**src/rtl/ric_pkg.sv**
```systemverilog
`timescale 1ns / 1ps
package ric_pkg;

    localparam int RIC_COEF_BITS = 21;
    localparam int RIC_PT_BITS = 32;
    localparam int RIC_KEY_BITS = 16;
    localparam int RIC_PIX_BITS = 20;
    localparam int RIC_QB = RIC_PIX_BITS + 1;
    localparam int RIC_COL_BITS = 63;
    localparam int RIC_THR_BITS = 16;
    localparam int RIC_ADDR_BITS = 6;
    localparam int RIC_DATA_BITS = 64;
    localparam logic signed [RIC_PIX_BITS-1:0] RIC_PIX_MAX = {1'b0, {(RIC_PIX_BITS-1){1'b1}}};
    localparam logic signed [RIC_PIX_BITS-1:0] RIC_PIX_MIN = {1'b1, {(RIC_PIX_BITS-1){1'b0}}};

    localparam logic [2:0] RIC_REG_COL0 = 3'd0;
    localparam logic [2:0] RIC_REG_COL1 = 3'd1;
    localparam logic [2:0] RIC_REG_COL2 = 3'd2;
    localparam logic [2:0] RIC_REG_COL3 = 3'd3;
    localparam logic [2:0] RIC_REG_THR = 3'd4;
    localparam logic [RIC_THR_BITS-1:0] RIC_THR_RESET = 16'd32;

    typedef struct packed {
        logic vld;
        logic zd;
        logic neg_u;
        logic neg_v;
        logic [RIC_KEY_BITS-1:0] key_u;
        logic [RIC_KEY_BITS-1:0] key_v;
    } ric_ctl_t;

endpackage

```
**src/rtl/ric_cfg.sv**
```systemverilog
`timescale 1ns / 1ps
module ric_cfg (
    input  logic clk,
    input  logic rst_n,
    input  logic psel,
    input  logic penable,
    input  logic pwrite,
    input  logic [ric_pkg::RIC_ADDR_BITS-1:0] paddr,
    input  logic [ric_pkg::RIC_DATA_BITS-1:0] pwdata,
    output logic [ric_pkg::RIC_DATA_BITS-1:0] prdata,
    output logic pready,
    output logic [ric_pkg::RIC_COL_BITS-1:0] col [4],
    output logic [ric_pkg::RIC_THR_BITS-1:0] thr
);
    import ric_pkg::*;

    logic [RIC_COL_BITS-1:0] col_reg [4];
    logic [RIC_THR_BITS-1:0] thr_reg;
    logic [2:0] idx;
    logic wr;

    assign idx = paddr[5:3];
    assign wr = psel && penable && pwrite;
    assign pready = 1'b1;

    always_ff @(posedge clk or negedge rst_n)
    begin
        if (!rst_n)
        begin
            for (int c = 0; c < 4; c++)
            begin
                col_reg[c] <= '0;
            end
            thr_reg <= RIC_THR_RESET;
        end
        else if (wr)
        begin
            case (idx)
                RIC_REG_COL0: col_reg[0] <= pwdata[RIC_COL_BITS-1:0];
                RIC_REG_COL1: col_reg[1] <= pwdata[RIC_COL_BITS-1:0];
                RIC_REG_COL2: col_reg[2] <= pwdata[RIC_COL_BITS-1:0];
                RIC_REG_COL3: col_reg[3] <= pwdata[RIC_COL_BITS-1:0];
                RIC_REG_THR:  thr_reg <= pwdata[RIC_THR_BITS-1:0];
                default: ;
            endcase
        end
    end

    always_comb
    begin
        case (idx)
            RIC_REG_COL0: prdata = {1'b0, col_reg[0]};
            RIC_REG_COL1: prdata = {1'b0, col_reg[1]};
            RIC_REG_COL2: prdata = {1'b0, col_reg[2]};
            RIC_REG_COL3: prdata = {1'b0, col_reg[3]};
            RIC_REG_THR:  prdata = {{(RIC_DATA_BITS-RIC_THR_BITS){1'b0}}, thr_reg};
            default:      prdata = '0;
        endcase
    end

    assign col = col_reg;
    assign thr = thr_reg;
endmodule

```
**config.mk**
```make
export PLATFORM = sky130hd
export DESIGN_NAME = ric_cfg
export DESIGN_NICKNAME = d
export VERILOG_FILES = /design/src/rtl/ric_pkg.sv /design/src/rtl/ric_cfg.sv
export SDC_FILE = /design/constraint.sdc
export NUM_CORES = 1
export LEC_CHECK = 0
export BUFFER_PORTS_ARGS = -buffer_cell sky130_fd_sc_hd__buf_2
export CAP_MARGIN = 30
export CORE_MARGIN = 2
export CORE_UTILIZATION = 34
export CTS_CLUSTER_DIAMETER = 150
export DETAILED_ROUTE_END_ITERATION = 7
export PLACE_DENSITY_LB_ADDON = 0.3
export SYNTH_ARGS = -nofsm -noshare
export SYNTH_HDL_FRONTEND = slang
export SYNTH_SLANG_ARGS = --single-unit
```
**constraint.sdc**
```tcl
create_clock -name clk -period 1.6 [get_ports clk]
set_clock_uncertainty 0.1 [all_clocks]
set_input_delay 0.16 -clock clk [delete_from_list [all_inputs] [get_ports clk]]
set_output_delay 0.16 -clock clk [all_outputs]
set_load 0.01 [all_outputs]
```
==> impl_metrics.ini <==
[global_routing]
grt_pass1_wl_mm = 62.65
grt_pass1_vias = 10320
antenna_found_initial = 0
grt_max_degree = 47
gr-total-overflow = 0
grt_usage_pct = 21.13

[finish]
final_cell_count_no_fill = 1972
final_area_um2 = 19080
fillers = 3003
diodes = 0
fin_util_pct = 53.39
largest_reg_flops = 252
nNetsFinal = 1562
areaGrowthSynthToFinish_pct = 54.01
post_route_cells_drive_above_1_share_pct = 71.48

[routing]
avgRoutedWirePerCell_um = 21.04
vias_per_cell = 4.969
routed_wl_mm = 41.49
met2_length_mm = 19.67
via_count = 9798
drt_pre_antenna_iters = 4
drtIter0Drc = 328
drc = 0
antenna_left = 0
met1_length_mm = 17.77
wl_met3_mm = 2.800
topRoutingLayerUsed = met4

[timing]
post-route-period-util_pct = 124.2
relSlewSlack_pct = 64.79
rsz0062_at_grt = yes
hold_viol_final = 0
tns_ns = -20.07
setup_violations = 63
timing.hold.ws_ns = 0.04562
worst_pin_slew_ns = 0.5281
final.setup.worst_slack_ns = -0.3867
drv_slew = 0
min_period_ns = 1.987
fmax_mhz = 503.4

[place]
gp_routability_congestion = 0.7755
portBuffers = 401
dp_hpwl_mm = 26.83
placedCellCount = 1646
placed_cell_area_um2 = 15370
post-place-ws_ns = -0.3011

[power]
peakVddDrop_mv = 1.056
p_leak_nw = 9.850
p_total_mw = 24.56
pwr_density_cell_nw_per_um2 = 1287

[cts]
cts_tree = built
clock_sinks = 268
clock_latency_ns = 0.54
cts-root-buf = clkbuf_16
clk_pin_slew_ns = 0.06
cts_buffers = 30
htree_levels = 1
clk_path_buf_depth = 3

[worst_setup_path]
critPathMaxFanout = 2
r2r_end = col[17]
worstPathArrival_ns = 1.73
endpoint = prdata[38]
reg2regPathDepth = 3
rrSetupSlack_ns = 0.47
crit_start = col[38]
required_ns = 1.34
critPathLaunchType = flop
end_kind = output pin
r2r_start = col[17]
crit_type = flop to output pin

[floorplanning]
io_pins = 408
die-area_um2 = 37980
core_um2 = 35740
die_w_um = 194.9
die_h_um = 194.9
start_util_pct = 34.66
num_rows = 69

[synthesis]
ys.flop_type = dfrtp_1
yosysWarnings = 0
ys_seq_area_share_pct = 54.14
synth_cells = 769
syn_area_per_cell_um2 = 16.11
synth.net_count = 844
async_reset_ff_share_pct = 100.0
synth_edf_count = 0
ys_seq_elements = 268
ys_types = 32
syn_area_um2 = 12390

[run]
maxCapViolCount = 0

[outcome]
violations = setup timing
status = finished, violations left

[worst_hold_path]
hp-class = input port to asynchronous set/reset pin
metal layers:
layer  vias up  track usage [%]
li1       4300                -
met1      5053            27.97
met2       375            34.79
met3        70            4.442
met4         0            6.672
met5         -                0
final cells by class:
class / count / area (um^2) / area share (%)
Clock buffer: 43 / 900.9 / 4.721
Inverter: 1 / 3.754 / 0.01967
Timing Repair Buffer: 744 / 5225 / 27.38
Sequential cell: 268 / 6708 / 35.15
Multi-Input combinational cell: 442 / 5445 / 28.54
Clock inverter: 13 / 221.5 / 1.161
Tap cell: 461 / 576.8 / 3.023
cell usage in the layout, fill, tap and decap left out, types with 15 or more instances in the layout:
master	count
o21ai_1	15
dfrtp_1	267
dlygate4sd3_1	64
buf_4	251
mux2_2	198
buf_6	46
nor2b_1	36
buf_2	365
mux2_4	79
mux4_2	47
a22oi_1	15
clkbuf_16	31
buf_12	17
critical path: stages (launching register included):
cell and delay (ns):
dfrtp_1 0.40, mux4_2 0.47, nor2b_1 0.15, buf_2 0.17
cell families (layout without fill, tap and decap cells):
kind of cell / Yosys count / count (layout) / synth area share (%)
and+or+nand+nor: 63 / 63 / 3.474
muxes: 332 / 332 / 36.26
AOI/OAI and AO/OA: 45 / 45 / 2.575
DFF: 268 / 268 / 54.14
other: 2 / 2 / 0.06062
buffers and inverters: 59 / 801 / 3.494
cell usage after synthesis, types with 2 or more instances:
cell,n,area share [%]
o21ai_0,14,0.57
mux2_4,60,7.3
dfrtp_1,267,54
nand3_1,3,0.12
buf_1,2,0.061
mux4_2,47,8.5
conb_1,2,0.061
a22oi_1,15,0.91
buf_6,7,0.64
nand2_1,2,0.061
a32oi_1,15,1.1
buf_2,25,1.0
mux2_1,7,0.64
buf_12,6,0.97
nor2b_1,49,2.5
buf_4,5,0.30
clkbuf_1,12,0.36
mux2_2,217,20
worst min-delay path by stage:
stage / startpoint / end / slack (ns)
2_1_floorplan: rst_n / col[0] / -0.24
3_3_place_gp: rst_n / col[227] / 0.02
3_5_place_dp: rst_n / col[232] / 0.02
4_1_cts: rst_n / col[232] / 0.02
5_1_grt: rst_n / col[232] / 0.04
6_report: rst_n / col[232] / 0.05
report_power, final:
| part | internal [mW] | switching [mW] | total (mW) |
|---|---|---|---|
| logic | 4.58 | 3.24 | 7.82 |
| registers | 8.11 | 0.942 | 9.06 |
| clock network | 4.86 | 2.82 | 7.68 |
repair_timing:
action | in CTS | in global routing
resized for setup | 30 | 57
hold buffers | 64 | 0
pin swaps | 16 | 0
setup buffers | 163 | 43
endpoints found under the hold margin | 535 | 0
endpoints found under the setup margin | 63 | 63
(Power assumes the default switching activity.)
