--- config.mk ---
export PLATFORM = sky130hd
export DESIGN_NAME = ric_check
export DESIGN_NICKNAME = d
export VERILOG_FILES = /design/src/rtl/ric_pkg.sv /design/src/rtl/ric_check.sv
export SDC_FILE = /design/constraint.sdc
export NUM_CORES = 2
export LEC_CHECK = 0
export ABC_CLOCK_PERIOD_IN_PS = 13540
export BUFFER_PORTS_ARGS = -buffer_cell sky130_fd_sc_hd__buf_2
export CAP_MARGIN = 0
export CORE_MARGIN = 2
export CORE_UTILIZATION = 65
export CTS_BUF_LIST = sky130_fd_sc_hd__clkbuf_4
export DETAILED_ROUTE_END_ITERATION = 6
export GPL_ROUTABILITY_DRIVEN = 0
export PLACE_DENSITY = 0.91
export SLEW_MARGIN = 40
export SYNTH_ARGS = -nofsm -noshare
export SYNTH_HDL_FRONTEND = slang
export SYNTH_SLANG_ARGS = --single-unit
export TNS_END_PERCENT = 100
--- constraint.sdc ---
create_clock -name clk -period 13.54 [get_ports clk]
set_input_delay 0.677 -clock clk [delete_from_list [all_inputs] [get_ports clk]]
set_output_delay 0.677 -clock clk [all_outputs]
set_load 0.005 [all_outputs]
--- src/rtl/ric_pkg.sv ---
`timescale 1ns / 1ps
package ric_pkg;

    localparam int RIC_COEF_BITS = 21;
    localparam int RIC_PT_BITS = 32;
    localparam int RIC_KEY_BITS = 16;
    localparam int RIC_PIX_BITS = 20;
    localparam int RIC_QB = RIC_PIX_BITS + 1;
    localparam int RIC_COL_BITS = 63;
    localparam int RIC_THR_BITS = 16;
    localparam int RIC_ADDR_BITS = 6;
    localparam int RIC_DATA_BITS = 64;
    localparam logic signed [RIC_PIX_BITS-1:0] RIC_PIX_MAX = {1'b0, {(RIC_PIX_BITS-1){1'b1}}};
    localparam logic signed [RIC_PIX_BITS-1:0] RIC_PIX_MIN = {1'b1, {(RIC_PIX_BITS-1){1'b0}}};

    localparam logic [2:0] RIC_REG_COL0 = 3'd0;
    localparam logic [2:0] RIC_REG_COL1 = 3'd1;
    localparam logic [2:0] RIC_REG_COL2 = 3'd2;
    localparam logic [2:0] RIC_REG_COL3 = 3'd3;
    localparam logic [2:0] RIC_REG_THR = 3'd4;
    localparam logic [RIC_THR_BITS-1:0] RIC_THR_RESET = 16'd32;

    typedef struct packed {
        logic vld;
        logic zd;
        logic neg_u;
        logic neg_v;
        logic [RIC_KEY_BITS-1:0] key_u;
        logic [RIC_KEY_BITS-1:0] key_v;
    } ric_ctl_t;

endpackage

--- src/rtl/ric_check.sv ---
`timescale 1ns / 1ps
module ric_check (
    input  logic clk,
    input  logic rst_n,
    input  logic adv,
    input  ric_pkg::ric_ctl_t in_ctl,
    input  logic [ric_pkg::RIC_QB-1:0] qu,
    input  logic [ric_pkg::RIC_QB-1:0] qv,
    input  logic ovf_u,
    input  logic ovf_v,
    input  logic [ric_pkg::RIC_THR_BITS-1:0] thr,
    output logic out_valid,
    output logic signed [ric_pkg::RIC_PIX_BITS-1:0] proj_u,
    output logic signed [ric_pkg::RIC_PIX_BITS-1:0] proj_v,
    output logic inlier,
    output logic zero_depth
);
    import ric_pkg::*;

    localparam int DFW = RIC_PIX_BITS + 2;
    localparam int SQW = 2 * DFW;
    localparam int TSW = 2 * RIC_THR_BITS;

    ric_ctl_t ca_reg, cb_reg;
    logic va_reg, vb_reg, vc_reg;
    logic signed [RIC_PIX_BITS-1:0] pu_a_reg, pv_a_reg, pu_b_reg, pv_b_reg;
    logic signed [DFW-1:0] du_reg, dv_reg;
    logic [SQW-1:0] su_reg, sv_reg;
    logic [TSW-1:0] tsq_reg;
    logic signed [RIC_PIX_BITS-1:0] pu_c_reg, pv_c_reg;
    logic inl_reg, zd_reg;
    logic signed [RIC_PIX_BITS-1:0] pu, pv;

    function automatic logic signed [RIC_PIX_BITS-1:0] sat(
        input logic [RIC_QB-1:0] q, input logic ovf, input logic neg, input logic zd);
        logic signed [RIC_PIX_BITS-1:0] r;
        begin
            if (zd)
                r = '0;
            else if (neg)
                r = (ovf || q > RIC_QB'({1'b1, {(RIC_PIX_BITS-1){1'b0}}}))
                    ? RIC_PIX_MIN : RIC_PIX_BITS'(-q);
            else
                r = (ovf || q > RIC_QB'(RIC_PIX_MAX)) ? RIC_PIX_MAX : RIC_PIX_BITS'(q);
            return r;
        end
    endfunction

    assign pu = sat(qu, ovf_u, in_ctl.neg_u, in_ctl.zd);
    assign pv = sat(qv, ovf_v, in_ctl.neg_v, in_ctl.zd);

    always_ff @(posedge clk or negedge rst_n)
    begin
        if (!rst_n)
        begin
            va_reg <= 1'b0;
            vb_reg <= 1'b0;
            vc_reg <= 1'b0;
        end
        else if (adv)
        begin
            va_reg <= in_ctl.vld;
            vb_reg <= va_reg;
            vc_reg <= vb_reg;
        end
    end

    always_ff @(posedge clk)
    begin
        if (adv)
        begin
            ca_reg <= in_ctl;
            pu_a_reg <= pu;
            pv_a_reg <= pv;
            du_reg <= DFW'(pu) - DFW'({1'b0, in_ctl.key_u});
            dv_reg <= DFW'(pv) - DFW'({1'b0, in_ctl.key_v});
            cb_reg <= ca_reg;
            pu_b_reg <= pu_a_reg;
            pv_b_reg <= pv_a_reg;
            su_reg <= SQW'(du_reg * du_reg);
            sv_reg <= SQW'(dv_reg * dv_reg);
            tsq_reg <= TSW'(thr) * TSW'(thr);
            pu_c_reg <= pu_b_reg;
            pv_c_reg <= pv_b_reg;
            zd_reg <= cb_reg.zd;
            inl_reg <= !cb_reg.zd && ((SQW+1)'(su_reg) + (SQW+1)'(sv_reg) < (SQW+1)'(tsq_reg));
        end
    end

    assign out_valid = vc_reg;
    assign proj_u = pu_c_reg;
    assign proj_v = pv_c_reg;
    assign inlier = inl_reg;
    assign zero_depth = zd_reg;
endmodule
==> impl_results.md <==
* Status: completed
* Unrepaired setup endpoints after global routing: no
* Worst Setup Path Type: flip-flop to flip-flop
* Core area at 77300 µm²
* Fin Setup TNS at 0 ps
* Vias in the first global route at 41700
* Clock buffer count from CTS at 76
* # clock sinks at 282
* CTS tree: done
* Mux share of post-synthesis cell area at 0.195%
* Vias at 36900
* Critical Path AT at 9100 ps
* Synth Area in Adders at 50.6%
* Fin. Hold Viols at 0
* Boundary pin count at 142
* Synth Area in XOR/XNOR at 3.89%
* Hold path cells at 2
* Max Fclk at 0.117 GHz
* Top FF cell, synth: edfxtp_1
* DPL Wire Length at 97.4 mm
* Root buffer cell: clkbuf_4
* Vias per cell at 5.84
* Worst slew pin tran at 918 ps
* EDFF count, synth at 279
* First-pass GRT wire length at 202 mm
* Synth Area in Compound Gates at 6.93%
* R2R depth at 26
* Sequential-to-total area share from yosys stat at 16.7%
* CP endpoint kind: flip-flop
* Crit path time final at 8520 ps
* Unique masters post-synth at 89
* R2r endpoint: su_reg[40]$_DFFE_PP_
* Syn Inst Count at 5095
* Worst Clk Skew at 80.2 ps
* Largest net degree at the start of global routing at 111
* Number of input and output port buffers inserted at 141
* Max_slew headroom at 38.8%
* Share of post-route cells with drive strength above 1 at 6.74%
* Worst hold-check path type: input pin to flip-flop
* Syn. warnings at 0
* Total Wirelength at 122 mm
* Post-synth net total at 6647
* WP data required at 14120 ps
* DIE AREA at 80200 µm²
* Grt total ovfl at 0
* Pre-Repair DR Iteration Count at 7
* FF-to-FF setup slack at 5020 ps
* Clk slew on worst S/H paths at 80 ps
* Drt wl/cell at 19.3 µm
* H-tree Lvls at 3
* Overall routing resource usage at 31.4%
* Syn avg cell area at 9.95 µm²
* Initial DRC Count at 3023
* Largest fanout on the critical path at 19
* Hold EP: va_reg$_DFFE_PN0P_
* # nets final at 6773
* DIE WIDTH at 283 µm
* Worst-Skew Late Latency at 840 ps
* Synth Area in Simple Gates at 10.3%
* FILL cells at 5061
* Initial antenna violation count at 4
* CP Launch Type: flip-flop
* Final Setup Violations at 0
* Cell Rows at 102
* DRC errors left at 0
* Vert. Die Dim at 283 µm
* P&R area growth vs syn at 5.73%
* Maximum Capacitance Violations at 0
* Maximum root-to-sink buffer count at 3
* Synth Register Bits at 282
* Mapped Area at 50700 µm²
* Main combinational cell family by area after synthesis: adder cells
* FF-to-FF Start: du_reg[7]$_DFFE_PP_
* Ys async rst share at 1.06%
* DRT antenna net count at 0
* Initial Utilization at 65.5%
* Hold_sp: in_ctl[35]
* Final worst-path cycle share at 62.9%
* Fin. max-slew vios at 0
-- layout by cell type, fill, tap and decap left out, types with 52 or more instances in the layout --
cell      count
a21oi_1     133
fa_1        997
xnor2_1     155
inv_1      1404
nor3_1       52
edfxtp_1    279
clkbuf_4    104
xor2_1       68
nor2_1      223
and2_1      191
buf_2       140
ha_1        456
a21o_1       78
nand2_1     404
o21ai_0      78
-- cell usage after synthesis, types with 14 or more instances --
library cell | count | share of area, %
a211oi_1 | 24 | 0.36
a21o_1 | 78 | 1.2
a21oi_1 | 133 | 1.3
a221oi_1 | 19 | 0.33
and2_1 | 191 | 2.4
and3_1 | 21 | 0.26
clkbuf_1 | 129 | 0.96
edfxtp_1 | 279 | 17
fa_1 | 997 | 39
ha_1 | 456 | 11
inv_1 | 1405 | 10
nand2_1 | 404 | 3.0
nand2b_1 | 27 | 0.33
nand3_1 | 42 | 0.41
nand4_1 | 23 | 0.28
nor2_1 | 223 | 1.7
nor2b_1 | 26 | 0.32
nor3_1 | 52 | 0.51
o211ai_1 | 15 | 0.22
o21a_1 | 24 | 0.36
o21ai_0 | 78 | 0.77
o21bai_1 | 17 | 0.25
or2_2 | 14 | 0.17
xnor2_1 | 155 | 2.7
xor2_1 | 68 | 1.2
-- cell families after synthesis --
group,count (synthesis)
AOI/OAI and AO/OA,508
xor gates and xnor gates,224
muxes,9
buffers and inverters,1539
and+or+nand+nor,1080
adders and majority gates,1453
DFF,282
-- layer usage --
layer  vias up  track usage [%]  part of all wire (%)
met4         0             19.2                   7.0
met3       718             5.66                   8.3
met2      2137             55.4                    51
met5         -                0                     0
met1     18200             35.5                    34
li1      15900                -                     -
-- worst max-delay path by stage --
stage	startpoint	endpoint	slack (ps)	cells past startpoint
final	du_reg[7]$_DFFE_PP_	su_reg[40]$_DFFE_PP_	5020	26
after global routing	du_reg[7]$_DFFE_PP_	su_reg[40]$_DFFE_PP_	4790	26
after CTS	du_reg[7]$_DFFE_PP_	su_reg[40]$_DFFE_PP_	5240	26
after detailed placement	du_reg[7]$_DFFE_PP_	su_reg[40]$_DFFE_PP_	5360	26
after global placement	du_reg[7]$_DFFE_PP_	su_reg[40]$_DFFE_PP_	5670	26
after floorplan	du_reg[20]$_DFFE_PP_	su_reg[42]$_DFFE_PP_	6250	24
-- area by class of cell --
class / instances / area [µm²] / share of cell area, %
multi-input combinational: 3274 / 36400 / 68.0
sequential: 282 / 8450 / 15.8
inverter: 1406 / 5280 / 9.85
tap: 1040 / 1300 / 2.43
timing repair buffer: 181 / 1110 / 2.07
clock buffer: 104 / 781 / 1.46
clock inverter: 33 / 214 / 0.399
antenna: 4 / 10.0 / 0.0187
-- metrics by stage --
step	utilization, %	cells	instance area [µm²]	setup slack (ps)	hold WS [ps]
2_1_floorplan	-	5095	50700	6250	381
3_3_place_gp	67.7	6167	52400	5670	401
3_5_place_dp	67.9	6175	52500	5360	405
4_1_cts	69.2	6313	53500	5240	67.6
5_1_grt	69.3	6324	53600	4790	84.6
6_report	69.3	6324	53600	5020	105
-- worst max-delay path: stages (launching register included) --
cell,delay (ps)
edfxtp_1,960
inv_1,330
nor2_1,350
fa_1,500
ha_1,310
a21oi_1,80
fa_1,510
inv_1,60
fa_1,500
inv_1,60
fa_1,520
inv_1,50
fa_1,470
inv_1,50
fa_1,470
inv_1,40
ha_1,330
and3_1,200
and3_1,190
a21boi_0,180
a21boi_0,260
nor4_1,580
o21ai_0,260
a31o_2,280
o21ai_0,330
nor4_1,100
a311o_1,320
-- repair_timing --
item	in CTS	in global routing
gates resized for setup	0	0
hold buffers	1	0
buffers inserted	0	0
endpoints found under the hold margin	3	0
Power is left out: the tool's default activity adds up to more than one toggle a clock period on the data nets, which glitch-free logic cannot reach.
